===== src/rtl/integrating_debouncer_hysteresis_macros.svh =====
// Assertion macros used by the integrating debouncer top level.
`ifndef INTEGRATING_DEBOUNCER_HYSTERESIS_MACROS_SVH
`define INTEGRATING_DEBOUNCER_HYSTERESIS_MACROS_SVH

// Same-cycle implication, checked on aclk and idle while aresetn is low.
`define IDH_ASSERT_NOW(label, ante, cons) \
    label: assert property (@(posedge aclk) disable iff (!aresetn) (ante) |-> (cons)) \
        else $error("integrating debouncer: same-cycle check failed");

// Next-cycle implication, checked on aclk and idle while aresetn is low.
`define IDH_ASSERT_NEXT(label, ante, cons) \
    label: assert property (@(posedge aclk) disable iff (!aresetn) (ante) |=> (cons)) \
        else $error("integrating debouncer: next-cycle check failed");

`endif


===== src/rtl/idh_pkg.sv =====
// Package with widths, reset values and shared types of the integrating debouncer.
`default_nettype none

package idh_pkg;

    localparam int LIMIT_W               = 8;
    localparam logic [LIMIT_W-1:0] LIMIT_RESET = 8'd8;
    localparam int COUNTER_WIDTH_DEFAULT = 8;

    // Control handed from the handshake logic to the debounce core.
    typedef struct packed {
        logic step;
        logic pin_level;
    } core_in_t;

endpackage

`default_nettype wire


===== src/rtl/idh_core.sv =====
// Debounce core: integrator, hold-off counter and qualified state with hysteresis.
`default_nettype none

module idh_core #(
    parameter int COUNTER_WIDTH = idh_pkg::COUNTER_WIDTH_DEFAULT
) (
    input  wire logic                         aclk,
    input  wire logic                         aresetn,
    input  wire idh_pkg::core_in_t            core_in,
    input  wire logic [idh_pkg::LIMIT_W-1:0]  integrate_limit,
    output logic                              state_next
);
    import idh_pkg::*;

    localparam int LIM_W = (COUNTER_WIDTH > LIMIT_W) ? COUNTER_WIDTH : LIMIT_W;

    logic [COUNTER_WIDTH-1:0] integrator_reg, integrator_next;
    logic [COUNTER_WIDTH-1:0] holdoff_reg, holdoff_next;
    logic                     state_reg;
    logic [LIM_W-1:0]         lim_wide;
    logic [LIM_W-1:0]         cnt_max_wide;
    logic [COUNTER_WIDTH-1:0] lim;
    logic [COUNTER_WIDTH-1:0] upper;
    logic [COUNTER_WIDTH-1:0] lower;
    logic                     target;

    // The limit in effect saturates at the largest counter value.
    assign lim_wide     = LIM_W'(integrate_limit);
    assign cnt_max_wide = LIM_W'({COUNTER_WIDTH{1'b1}});
    assign lim = (lim_wide > cnt_max_wide) ? cnt_max_wide[COUNTER_WIDTH-1:0]
                                           : lim_wide[COUNTER_WIDTH-1:0];
    assign upper = (lim >> 1) + (lim >> 2);
    assign lower = lim >> 2;

    always_comb begin
        integrator_next = integrator_reg;
        if (core_in.pin_level && (integrator_reg < lim)) begin
            integrator_next = integrator_reg + COUNTER_WIDTH'(1);
        end else if (!core_in.pin_level && (integrator_reg != '0)) begin
            integrator_next = integrator_reg - COUNTER_WIDTH'(1);
        end

        target = state_reg;
        if (integrator_next > upper) begin
            target = 1'b1;
        end else if (integrator_next < lower) begin
            target = 1'b0;
        end

        state_next   = state_reg;
        holdoff_next = holdoff_reg;
        if (holdoff_reg >= lim) begin
            if (target != state_reg) begin
                state_next   = target;
                holdoff_next = '0;
            end
        end else begin
            holdoff_next = holdoff_reg + COUNTER_WIDTH'(1);
        end
    end

    always_ff @(posedge aclk) begin
        if (!aresetn) begin
            integrator_reg <= '0;
            holdoff_reg    <= '0;
            state_reg      <= 1'b0;
        end else if (core_in.step) begin
            integrator_reg <= integrator_next;
            holdoff_reg    <= holdoff_next;
            state_reg      <= state_next;
        end
    end

endmodule

`default_nettype wire


===== src/rtl/integrating_debouncer_hysteresis.sv =====
// Top level of the integrating debouncer with hysteresis for one limit-switch pin.
// Each input word is one sample of the pin. A saturating integrator climbs toward
// integrate_limit while the pin is high and falls toward zero while it is low; once
// a hold-off of integrate_limit samples has passed since the last change, the
// debounced state sets when the integrator exceeds (limit>>1)+(limit>>2) and clears
// when it drops below limit>>2. Every sample yields exactly one result word holding
// the debounced state after that sample. The block takes one word per clock when the
// output is drained: the whole update is a single pass of compare and increment
// logic on the state registers, and the result is loaded into an output register
// at the edge that accepts the input word. The input stays ready while that
// register is empty or is being drained in the same cycle, so a steady stream
// runs at one word per cycle. integrate_limit resets to 8 and is written through
// cfg_wr_en/cfg_wr_data; write it only while no sample is in flight. A limit larger
// than the counters can hold is clipped to the counter maximum.
`default_nettype none

module integrating_debouncer_hysteresis #(
    parameter int COUNTER_WIDTH = idh_pkg::COUNTER_WIDTH_DEFAULT
) (
    input  wire logic                         aclk,
    input  wire logic                         aresetn,
    input  wire logic                         cfg_wr_en,
    input  wire logic [idh_pkg::LIMIT_W-1:0]  cfg_wr_data,
    input  wire logic                         s_valid,
    output logic                              s_ready,
    input  wire logic                         s_pin_level,
    output logic                              m_valid,
    input  wire logic                         m_ready,
    output logic                              m_debounced_state
);
    import idh_pkg::*;

    logic [LIMIT_W-1:0] limit_reg;
    logic               m_valid_reg;
    logic               m_state_reg;
    logic               s_accept;
    logic               state_next;
    core_in_t           core_in;

    // A word is taken whenever the output register is free or emptying now.
    assign s_ready  = !m_valid_reg || m_ready;
    assign s_accept = s_valid && s_ready;

    assign core_in.step      = s_accept;
    assign core_in.pin_level = s_pin_level;

    idh_core #(
        .COUNTER_WIDTH (COUNTER_WIDTH)
    ) u_core (
        .aclk            (aclk),
        .aresetn         (aresetn),
        .core_in         (core_in),
        .integrate_limit (limit_reg),
        .state_next      (state_next)
    );

    always_ff @(posedge aclk) begin
        if (!aresetn) begin
            limit_reg <= LIMIT_RESET;
        end else if (cfg_wr_en) begin
            limit_reg <= cfg_wr_data;
        end
    end

    // Output register: loaded on every accepted sample, cleared when drained.
    always_ff @(posedge aclk) begin
        if (!aresetn) begin
            m_valid_reg <= 1'b0;
            m_state_reg <= 1'b0;
        end else if (s_accept) begin
            m_valid_reg <= 1'b1;
            m_state_reg <= state_next;
        end else if (m_ready) begin
            m_valid_reg <= 1'b0;
        end
    end

    assign m_valid           = m_valid_reg;
    assign m_debounced_state = m_state_reg;

`include "integrating_debouncer_hysteresis_macros.svh"

    // An accepted sample always produces a result word in the next cycle.
`IDH_ASSERT_NEXT(a_accept_gives_result, s_accept, m_valid_reg)
    // The reported state moves only when a new sample has been taken.
`IDH_ASSERT_NEXT(a_state_moves_on_accept, !s_accept, $stable(m_state_reg))
    // An empty output register never blocks the input.
`IDH_ASSERT_NOW(a_ready_when_empty, !m_valid_reg, s_ready)

endmodule

`default_nettype wire


===== config.mk =====
export PLATFORM = sky130hd
export DESIGN_NAME = integrating_debouncer_hysteresis
export DESIGN_NICKNAME = d
export VERILOG_FILES = /design/src/rtl/idh_pkg.sv /design/src/rtl/idh_core.sv /design/src/rtl/integrating_debouncer_hysteresis.sv
export VERILOG_INCLUDE_DIRS = /design/src /design/src/rtl
export SDC_FILE = /design/constraint.sdc
export NUM_CORES = 1
export LEC_CHECK = 0
export CORE_UTILIZATION = 40
export CTS_CLUSTER_DIAMETER = 100
export DETAILED_ROUTE_END_ITERATION = 10
export DONT_BUFFER_PORTS = 1
export HOLD_SLACK_MARGIN = 0.06
export PLACE_DENSITY = 0.59
export SYNTH_ARGS = -nofsm -noshare
export SYNTH_HDL_FRONTEND = slang
export SYNTH_SLANG_ARGS = --single-unit

===== constraint.sdc =====
create_clock -name aclk -period 5.1 [get_ports aclk]
set_input_delay 0 -clock aclk [delete_from_list [all_inputs] [get_ports aclk]]
set_output_delay 0 -clock aclk [all_outputs]
set_load 0.01 [all_outputs]

# Yosys cells after proc, flatten, opt, wreduce, memory -nomap -nowiden

Cells that the tools add are included.
W data, S select, Z words.

Multiplexer cells: 9
$lt $le $gt $ge: 5
Add/sub/neg operators: 4
Equality and inequality tests: 2
Reductions and logical operators: 10

Operators with widths:

| operator              | count |
|---|---|
| $mux W8               | 5 |
| $add A8 B1 Y8 const B | 2 |
| $add A7 B6 Y8         | 1 |
| $ge A8 B8 Y1          | 1 |
| $gt A8 B8 Y1          | 1 |
| $gt A8 B8 Y1 const B  | 1 |
| $lt A8 B6 Y1          | 1 |
| $lt A8 B8 Y1          | 1 |
| $reduce_bool A8 Y1    | 1 |
| $sub A8 B1 Y8 const B | 1 |
| $mux W1               | 4 |
| $logic_and A1 B1 Y1   | 3 |
| $reduce_and A3 Y1     | 1 |
| $logic_not A1 Y1      | 2 |
| $ne A2 B2 Y1 const B  | 1 |
| $reduce_and A2 Y1     | 1 |
| $reduce_bool A2 Y1    | 1 |
| $logic_or A1 B1 Y1    | 1 |
| $ne A1 B1 Y1          | 1 |

Logic and storage cells: 35
Output and inout port bits: 3
Bits in registers: 26
Input port bits: 14

# Logic depth before layout (Yosys ltp)

Gate-level depths: netlist of the first run.

Word-level depth: 11
Mapped depth: 19
Gate-level depth less buffers: 19

# Hierarchy

A second synthesis of the first run with hierarchy kept.

Cells, all modules: 289
Area, all modules: 2507.4 um^2

By module, submodules not included:

| module                           | cells each | area an instance (um^2) | seq. area each (um^2) | times used |
|---|---|---|---|---|
| idh_core                         | 254        | 2110.8                  | 340.3                 | 1 |
| integrating_debouncer_hysteresis | 35         | 396.6                   | 200.2                 | 1 |

# Worst setup path before layout of the first run

Ideal clock, no wire load.

Kind: reg-to-reg
Start point: register limit_reg[3]
End point: register u_core.holdoff_reg[0]
Clock period less this slack: 3.667 ns
Cell stages (with the launch flop): 17
Setup slack: 1.433 ns
Required time: 4.960 ns
Arrival: 3.526 ns
Library setup time: 0.140 ns
Buffers on the path: 0
Cell sequence: dfxtp_1 inv_1 ha_1 a211oi_1 o21ai_2 a21oi_2 and4_1 nor2_1 xnor2_1 ha_1 a21o_1 a21o_1 a21oi_1 o211ai_1 or4b_4 mux2i_4 o311ai_1

Word-level cells in the longest chain between the ends: 11
Elaborated cells between the ends (all ways): 15
Those cells by class: add/sub (1); order compare (5); eq/ne (2); mux (5); reduce/logical (2)

Ends and longest elaborated chain:

| item                          | line                                   | RTL |
|---|---|---|
| from (decl)                   | integrating_debouncer_hysteresis.sv:33 | `logic [LIMIT_W-1:0] limit_reg;` |
| from (signal assigned)        | integrating_debouncer_hysteresis.sv:61 | `limit_reg <= cfg_wr_data;` |
| $gt A8 B8 Y1                  | idh_core.sv:30                         | `assign lim = (lim_wide > cnt_max_wide) ? cnt_max_wide[COUNTER_WIDTH-1:0]` |
| $mux W8 *                     | idh_core.sv:30                         |  |
| $lt A8 B8 Y1 *                | idh_core.sv:37                         | `if (core_in.pin_level && (integrator_reg < lim)) begin` |
| $logic_and A1 B1 Y1 *         | idh_core.sv:37                         |  |
| $mux W8 *                     | idh_core.sv:37                         |  |
| via u_core.integrator_next[3] | idh_core.sv:17                         | `logic [COUNTER_WIDTH-1:0] integrator_reg, integrator_next;` |
| $lt A8 B6 Y1                  | idh_core.sv:46                         | `end else if (integrator_next < lower) begin` |
| $mux W1                       | idh_core.sv:46                         |  |
| $mux W1 *                     | idh_core.sv:44                         | `if (integrator_next > upper) begin` |
| $ne A1 B1 Y1 *                | idh_core.sv:53                         | `if (target != state_reg) begin` |
| $ne A2 B2 Y1 (no line) *      | --                                     |  |
| $reduce_and A2 Y1 (no line) * | --                                     |  |
| to (signal assigned)          | idh_core.sv:69                         | `holdoff_reg <= holdoff_next;` |
| to (decl)                     | idh_core.sv:18                         | `logic [COUNTER_WIDTH-1:0] holdoff_reg, holdoff_next;` |

Mark *: on every way through the listed nets, which the timed path passes. The rest lies on a longest branch.
A chain may end at the register's enable or synchronous reset.

# Worst setup path after layout of the first run

Start point: register u_core.integrator_reg[3]
End point: register u_core.holdoff_reg[1]

Word-level cells in the longest chain between the ends: 10
Elaborated cells between the ends (all ways): 15
Those cells by class: add/sub (2); order compare (3); eq/ne (2); mux (4); reduce/logical (4)

Ends and longest elaborated chain:

| item                                                                  | line           | RTL |
|---|---|---|
| from (decl)                                                           | idh_core.sv:17 |  |
| from (signal assigned)                                                | idh_core.sv:68 | `integrator_reg <= integrator_next;` |
| parallel branches: the longest is 3 deep, another holds $sub A8 B1 Y8 | --             |  |
| $mux W8 *                                                             | idh_core.sv:37 |  |
| via u_core.integrator_next[5]                                         | idh_core.sv:17 |  |
| $lt A8 B6 Y1                                                          | idh_core.sv:46 |  |
| $mux W1                                                               | idh_core.sv:46 |  |
| $mux W1 *                                                             | idh_core.sv:44 |  |
| $ne A1 B1 Y1 *                                                        | idh_core.sv:53 |  |
| $ne A2 B2 Y1 (no line) *                                              | --             |  |
| $reduce_and A2 Y1 (no line) *                                         | --             |  |

Mark *: on every way through the listed nets, which the timed path passes.

==> reports/results.ini, run 1 <==
[routing]
num_vias = 2129
wl_per_cell_um = 15.4
drc = 0
drtAntennaViolNets = 0
wl_mm = 5.78
drt_iter0_markers = 111
routed_via_density = 5.66
drtPass1Iterations = 4

[critical_path]
crit_slowest_cell = dfxtp_1
slowest_delay_ps = 570
cp_max_fo = 8
r2r_slack_ps = 880
crit_family = compound AO/OA/AOI/OAI gates
crit_arrival_ps = 4370
critPathRequiredTime_ps = 5250
crit_chain = ha_1, a211oi_1, o21ai_2, a21oi_2, and4_1, a22oi_1, xnor2_1, ha_1, a21o_1, a21o_1, a211oi_1, a21oi_1, a21oi_1, and3_4, mux2i_4, o311ai_1
worstSetupStartpointType = flop
end_kind = flop
path_class = reg -> reg
path_buf_inv = 0

[clock_network]
path_clk_slew_ps = 100
clk_path_buf_depth = 2
tritoncts = yes
cts_num_sinks = 26
cts_root_buffer = clkbuf_8
cts_made_buffers = 3
worstSkewPairLatency_ps = 280
cts_setup_buffers = 0
h-tree-depth = 1

[timing]
min_period_over_period_pct = 82.7
max_freq_ghz = 0.237
slew_headroom_pct = 44.9
worst_pin_slew_ps = 825
fin_hold_ws_ps = 150
period_minus_slack_ps = 4220
fin_skew_ps = 4.76
setup_viol = 0
setup-tns-final_ps = 0
finalHoldViolations = 0
rsz0062_at_grt = false
final_max_slew_viol_count = 0

[cells_and_area]
drive_gt1_share_pct = 6.31
area_growth_pct = 11.7
final_util_pct = 46.1
diodes = 0
stdcell_area_um2 = 2720
final_nets = 355

[logic_synthesis]
synth_largest_area_cell = dfxtp_1
ys_async_sr_fraction_pct = 0
synth-main-ff-cell = dfxtp_1
postSynthCellCount = 290
synth_edf_count = 0
ys_types = 52
synth_top_cell_area_share_pct = 21.4
syn_avg_cell_area_um2 = 8.38
synth_nets = 343
synth-seq-cells = 26
synth_most_common_cell = ha_1
synth_area_um2 = 2430
synth_common_cells = 38 x ha_1, 28 x nor2_1, 26 x dfxtp_1, 23 x nand2_1, 19 x a21oi_1
ys_seq_area_share_pct = 21.4
synth_warnings = 0
synth_area_leaders = dfxtp_1 21%, ha_1 20%, nor2_1 4.3%, a21oi_1 3.9%, nand2_1 3.6%

[global_route]
grt_first_pass_wirelength_mm = 9.87
groute.usage.overall_pct = 20.0
overflow = 0
first_global_vias = 1991
grt_max_degree = 26
antenna_found_initial = 0

[pwr]
ir_drop_mv = 0.153
fin_total_pwr_w = 0.000831
power_density_nw_per_um2 = 306
total_leakage_power_nw = 1.10

[die]
start_util_pct = 41.3
dieArea_um2 = 6390
row_count = 28
io-pin-count = 17
fp.dieW_um = 79.9
coreArea_um2 = 5890
die_h_um = 79.9

[placement]
dpl_cell_area_um2 = 2460
dp_hpwl_mm = 4.18
port_buffers = 0
routabilityCongestion = 0.786

[status]
outcome = finished, final reports clean

[flow_run]
max_cap_viol_count = 0

[min_path]
hold_class = in -> reg

==> cell families (layout without fill, tap and decap cells) <==
group,count (synthesis),after routing,synth area share [%]
XOR/XNOR,12,12,4.33
AO/OA/AOI/OAI,72,72,21.3
flip-flops,26,26,21.4
buffers and inverters,26,37,4.94
AND/OR/NAND/NOR,106,106,23.4
multiplexers,9,9,4.22
adder cells (fa/ha/maj),39,39,20.4
==> layout make-up <==
class	instances	area (um^2)
clock inverter	1	30.0
clock buffer	3	41.3
inverter	14	52.6
multi-input combinational	238	1790
timing repair buffer	19	188
fill	594	3170
tap	75	93.8
sequential	26	520
==> final timing paths <==
kind	end	startpoint	cells after the start
setup / recovery	u_core.holdoff_reg[1]	u_core.integrator_reg[3]	16
hold / removal	u_core.integrator_reg[1]	s_valid	3
setup reg to reg	u_core.holdoff_reg[1]	u_core.integrator_reg[3]	16
hold reg to reg	u_core.holdoff_reg[0]	u_core.holdoff_reg[0]	2
==> report_power, final <==
group / switching [W] / internal, W / leakage, nW
sequential: 0.0000298 / 0.000218 / 0.213
clock: 0.0000724 / 0.000105 / 0.0357
combinational: 0.000220 / 0.000186 / 0.847
total: 0.000322 / 0.000509 / 1.10
==> cells in the final DEF (no fill, tap or decap), types with 7 or more instances in the layout <==
cell	n
dlygate4sd3_1	18
a21oi_1	19
o311ai_1	7
nor2_1	28
dfxtp_1	26
o21ai_0	12
nand3_1	10
ha_1	38
mux2i_1	8
inv_1	14
nand2_1	23
or3_1	7
xnor2_1	9
==> per-stage QoR <==
step / cells / setup slack (ps)
finish: 376 / 880
global route: 376 / 607
CTS: 376 / 891
detailed placement: 354 / 915
global placement: 354 / 988
floorplan: 290 / 1430
==> routing by layer <==
layer	global-route usage [%]	vias up	part of all wire [%]
met2	34.7	28	48
met5	0	-	0
met4	4.82	0	0.97
li1	-	1093	-
met3	2.17	5	2.5
met1	26.2	1003	48
==> worst min-delay path, stage by stage <==
cell and delay [ps]:
and2_1 230, nand2_1 110, a21oi_1 50
==> what timing repair did <==
action,4_1_cts,5_1_grt
hold endpoints to repair,17,0
resized for setup,0,0
hold buffers,18,0
No activity file was read; power rests on OpenSTA's default activity.
==> run 2, diff against run 1 <==
==> constraint.sdc (replaced) <==
create_clock -name aclk -period 4.1 [get_ports aclk]
set_input_delay 0 -clock aclk [delete_from_list [all_inputs] [get_ports aclk]]
set_output_delay 0 -clock aclk [all_outputs]
set_load 0.01 [all_outputs]
==> reports/results.ini, run 2 (synthesis results as in run 1) <==
[status]
outcome = finished, final reports clean

[global_route]
first_global_vias = 2062
grt_first_pass_wirelength_mm = 10.2
grt_max_degree = 26
grt_use_met2_pct = 34.2
antenna_found_initial = 0
top_usage_layer = met2
grt_use_met3_pct = 2.17
overflow = 0
gr-usage-met1_pct = 28.7
groute.usage.overall_pct = 20.4

[pwr]
p_int_w = 0.000621
ir_drop_mv = 0.167
power_density_nw_per_um2 = 368
p_clk_share_pct = 16.9
total_leakage_power_nw = 1.16
p_comb_share_pct = 54.6
pwr-share-seq_pct = 28.5
swShare_pct = 40.1
power_switching_w = 0.000416

[timing]
setup-tns-final_ps = 0
fin_skew_ps = 2.18
period_minus_slack_ps = 3870
final_max_slew_viol_count = 0
rsz0062_at_grt = false
max_freq_ghz = 0.259
setup_viol = 0
finalHoldViolations = 0
worst_pin_slew_ps = 1240
min_period_over_period_pct = 94.3
slew_headroom_pct = 17.2

[clock_network]
cts_setup_buffers = 0
h-tree-depth = 1
clk_path_buf_depth = 2
cts_root_buffer = clkbuf_8
worstSkewPairLatency_ps = 270
cts_made_buffers = 3
path_clk_slew_ps = 100
tritoncts = yes
cts_num_sinks = 26

[routing]
drc = 0
routed_via_density = 5.67
drtAntennaViolNets = 0
num_vias = 2210
wl_per_cell_um = 15.4
drtPass1Iterations = 5
wl_mm = 6.03
drt_iter0_markers = 102

[critical_path]
crit_arrival_ps = 3990
path_class = reg -> reg
end_kind = flop
cp_max_fo = 8
worstSetupStartpointType = flop
r2r-start = limit_reg[1]
r2r_slack_ps = 230
ff2ff_path_depth = 17
worstReg2RegEnd = u_core.holdoff_reg[1]
critPathRequiredTime_ps = 4220

[placement]
dp_cells = 368
port_buffers = 0
dp_hpwl_mm = 4.49
routabilityCongestion = 0.818

[die]
coreArea_um2 = 5890
die_h_um = 79.9
start_util_pct = 41.3
fp.dieW_um = 79.9
row_count = 28
dieArea_um2 = 6390
io-pin-count = 17

[cells_and_area]
area_growth_pct = 15.9
regArea_um2 = 522
final_nets = 369
drive_gt1_share_pct = 11.4
final_common_cell = ha_1
final_cells = 390
fillers = 585
multi_input_area_um2 = 1800
layout_common_cells = 38 x ha_1, 28 x nor2_1, 25 x dfxtp_1
diodes = 0

[min_path]
hold_class = in -> reg
min_from = s_valid
whs_endpoint = u_core.integrator_reg[4]
holdPathStages = 3

[flow_run]
max_cap_viol_count = 0

run 2: changes by cell type in the layout (fill, tap and decap cells not counted), sizes merged:
| cell | delta |
|---|---|
| buf | +14 |
| clkbuf | +1 |
| bufinv | -1 |
run 2: per-stage QoR:
step | total power [W] | hold WS (ps) | cell area, um^2 | worst slack (ps) | util, %
3_5_place_dp | 0.000835 | 110 | 2570 | 194 | 43.6
2_1_floorplan | 0.000710 | 129 | 2430 | 433 | -
5_1_grt | 0.00111 | 169 | 2820 | 18.6 | 47.8
6_report | 0.00104 | 155 | 2820 | 232 | 47.8
4_1_cts | 0.00103 | 150 | 2800 | 187 | 47.6
3_3_place_gp | 0.000831 | 105 | 2570 | 264 | 43.6
run 2: how the worst max path moves through the flow:
stage	startpoint	to	slack (ps)	cells past startpoint
after floorplan	limit_reg[3]	u_core.holdoff_reg[0]	430	16
after global placement	limit_reg[7]	u_core.holdoff_reg[5]	260	17
after detailed placement	limit_reg[3]	u_core.holdoff_reg[0]	190	17
after CTS	limit_reg[7]	u_core.holdoff_reg[0]	190	17
after global routing	limit_reg[1]	u_core.holdoff_reg[4]	20	17
final	limit_reg[1]	u_core.holdoff_reg[1]	230	17
run 2: area by class of cell:
class                           count  share of cell area (%)
Clock buffer                        4                    1.96
Tap cell                           75                    3.33
Multi-Input combinational cell    238                    63.9
Inverter                           14                    1.87
Sequential cell                    26                    18.5
Timing Repair Buffer               33                    10.4
run 2: routing by layer:
layer,vias up,part of all wire (%)
met2,26,46
met1,1057,51
met5,-,0
met3,2,2.5
li1,1125,-
met4,0,0.22
run 2: power groups by stage:
stage	Combinational [W]	Sequential, W	Clock (W)
floorplan	0.000415	0.000295	0
global placement	0.000530	0.000301	0
detailed placement	0.000534	0.000301	0
CTS	0.000556	0.000295	0.000180
global route	0.000622	0.000299	0.000191
finish	0.000566	0.000296	0.000175
run 2: critical path, stage by stage (launching register included):
cell and delay [ps]:
dfxtp_1 390, inv_1 100, ha_1 300, o211ai_1 210
o21ai_2 110, a21oi_2 150, and4_1 220, a22oi_1 100
xnor2_1 310, ha_1 300, a21o_1 160, a21o_1 180
a211oi_2 240, a21oi_1 60, a21oi_1 120, and3_4 220
mux2i_4 380, o311ai_1 160
run 2: timing repair:
action,4_1_cts,5_1_grt
resized for setup,0,3
hold buffers,18,0
endpoints found under the hold margin,17,0
setup endpoints to repair,0,8
==> run 3, diff against run 2 <==
--- a/config.mk
+++ b/config.mk
@@ -11,7 +11,7 @@
 export DETAILED_ROUTE_END_ITERATION = 10
 export DONT_BUFFER_PORTS = 1
 export HOLD_SLACK_MARGIN = 0.06
-export PLACE_DENSITY = 0.59
+export PLACE_DENSITY = 0.61
 export SYNTH_ARGS = -nofsm -noshare
 export SYNTH_HDL_FRONTEND = slang
 export SYNTH_SLANG_ARGS = --single-unit
==> constraint.sdc (replaced) <==
create_clock -name aclk -period 3.2 [get_ports aclk]
set_input_delay 0 -clock aclk [delete_from_list [all_inputs] [get_ports aclk]]
set_output_delay 0 -clock aclk [all_outputs]
set_load 0.01 [all_outputs]
==> reports/results.ini, run 3 (synthesis results as in run 1) <==
[status]
outcome = complete, but fails checks
violations = setup timing

[timing]
min_period_over_period_pct = 113
setup_viol = 9
fin_skew_ps = 7.55
finalHoldViolations = 0
rsz0062_at_grt = true
worst_pin_slew_ps = 1310
setup-tns-final_ps = -3240
slew_headroom_pct = 12.6
period_minus_slack_ps = 3600
setup_ws_ps = -401
max_freq_ghz = 0.278
final_max_slew_viol_count = 0

[cells_and_area]
final_nets = 425
drive_gt1_share_pct = 35.8
diodes = 0
fillers = 499
final_common_cell = buf_4
layout_common_cells = 63 x buf_4, 31 x ha_1, 26 x nor2_1
area_growth_pct = 42.6

[flow_run]
max_cap_viol_count = 0

[global_route]
grt_first_pass_wirelength_mm = 11.4
first_global_vias = 2349
overflow = 0
grt_max_degree = 26
antenna_found_initial = 0
groute.usage.overall_pct = 23.3

[pwr]
power_switching_w = 0.000637
fin_total_pwr_w = 0.00168
ir_drop_mv = 0.314
p_int_w = 0.00104
power_density_nw_per_um2 = 483
swShare_pct = 38.0
pwr-share-seq_pct = 22.3
p_comb_share_pct = 64.2
p_clk_share_pct = 13.5
total_leakage_power_nw = 1.47

[die]
coreArea_um2 = 5890
fp.dieW_um = 79.9
row_count = 28
io-pin-count = 17
start_util_pct = 41.3
die_h_um = 79.9
dieArea_um2 = 6390

[routing]
routed_via_density = 5.50
drt_iter0_markers = 73
drtPass1Iterations = 4
wl_per_cell_um = 16.0
wl_mm = 7.16
drtAntennaViolNets = 0
num_vias = 2455
drc = 0

[clock_network]
path_clk_slew_ps = 100
h-tree-depth = 1
worstSkewPairLatency_ps = 280
tritoncts = yes
cts_made_buffers = 3
clk_path_buf_depth = 2
cts_num_sinks = 26
cts_root_buffer = clkbuf_8

[critical_path]
path_class = reg -> reg
critPathRequiredTime_ps = 3320
worstSetupStartpointType = flop
end_kind = flop
crit_arrival_ps = 3720
cp_max_fo = 4

[min_path]
hold_class = in -> reg

[placement]
dp_hpwl_mm = 4.85
port_buffers = 0
routabilityCongestion = 0.824

==> run 3: critical path, stage by stage (launching register included) <==
cell	delay (ps)
dfxtp_2	350
inv_2	50
ha_4	240
nand3_2	60
nand4b_1	200
a21oi_4	190
and4_4	240
a22oi_2	70
xnor2_2	170
buf_4	140
ha_1	290
nand4_1	100
nor2_1	60
o31ai_1	60
or3_4	160
o211ai_1	80
or4b_4	510
mux2i_4	230
buf_6	150
o311ai_1	70
==> run 3: timing repair <==
item | CTS | global route
setup endpoints to repair | 9 | 9
hold buffers | 18 | 0
pin swaps | 29 | 31
setup buffers | 9 | 9
hold endpoints to repair | 17 | 0
gates resized for setup | 21 | 18
==> run 3: layout make-up <==
class,instances,area (um^2),area share (%)
well taps,75,93.8,2.71
inverters,14,55.1,1.59
clock buffers,4,55.1,1.59
repair buffers,89,743,21.4
multi-input cells,238,1980,57.2
flip-flops and latches,26,537,15.5
==> run 3: per-layer routing <==
layer,share of wire [%],global-route usage [%],vias up
li1,-,-,1236
met1,46,31.5,1162
met2,49,39.7,50
met3,3.1,1.71,7
met4,1.8,6.25,0
met5,0,0,-
==> run 3: power groups by stage <==
stage / Clock, W / Sequential, W / Combinational, W
2_1_floorplan: 0 / 0.000383 / 0.000547
3_3_place_gp: 0 / 0.000377 / 0.000819
3_5_place_dp: 0 / 0.000377 / 0.000829
4_1_cts: 0.000237 / 0.000372 / 0.000992
5_1_grt: 0.000238 / 0.000377 / 0.00117
6_report: 0.000226 / 0.000374 / 0.00107
==> run 3: path summary, 6_finish.rpt <==
check | startpoint | endpoint | slack [ps] | cells after the start
worst max-delay path | limit_reg[6] | u_core.holdoff_reg[3] | -400 | 19
worst min-delay path | s_valid | u_core.integrator_reg[4] | 180 | 3
worst max register to register | limit_reg[6] | u_core.holdoff_reg[3] | -400 | 19
worst min register to register | u_core.holdoff_reg[7] | u_core.holdoff_reg[7] | 540 | 2
==> run 3: through the flow <==
step / cell area, um^2 / instances / util (%) / hold slack (ps) / setup WS, ps
floorplan: 2500 / 290 / - / 129 / -220
global placement: 2930 / 407 / 49.9 / 103 / -557
CTS: 3330 / 437 / 56.7 / 173 / -395
finish: 3470 / 446 / 58.9 / 184 / -401
detailed placement: 2930 / 407 / 49.9 / 107 / -548
global route: 3470 / 446 / 58.9 / 210 / -676
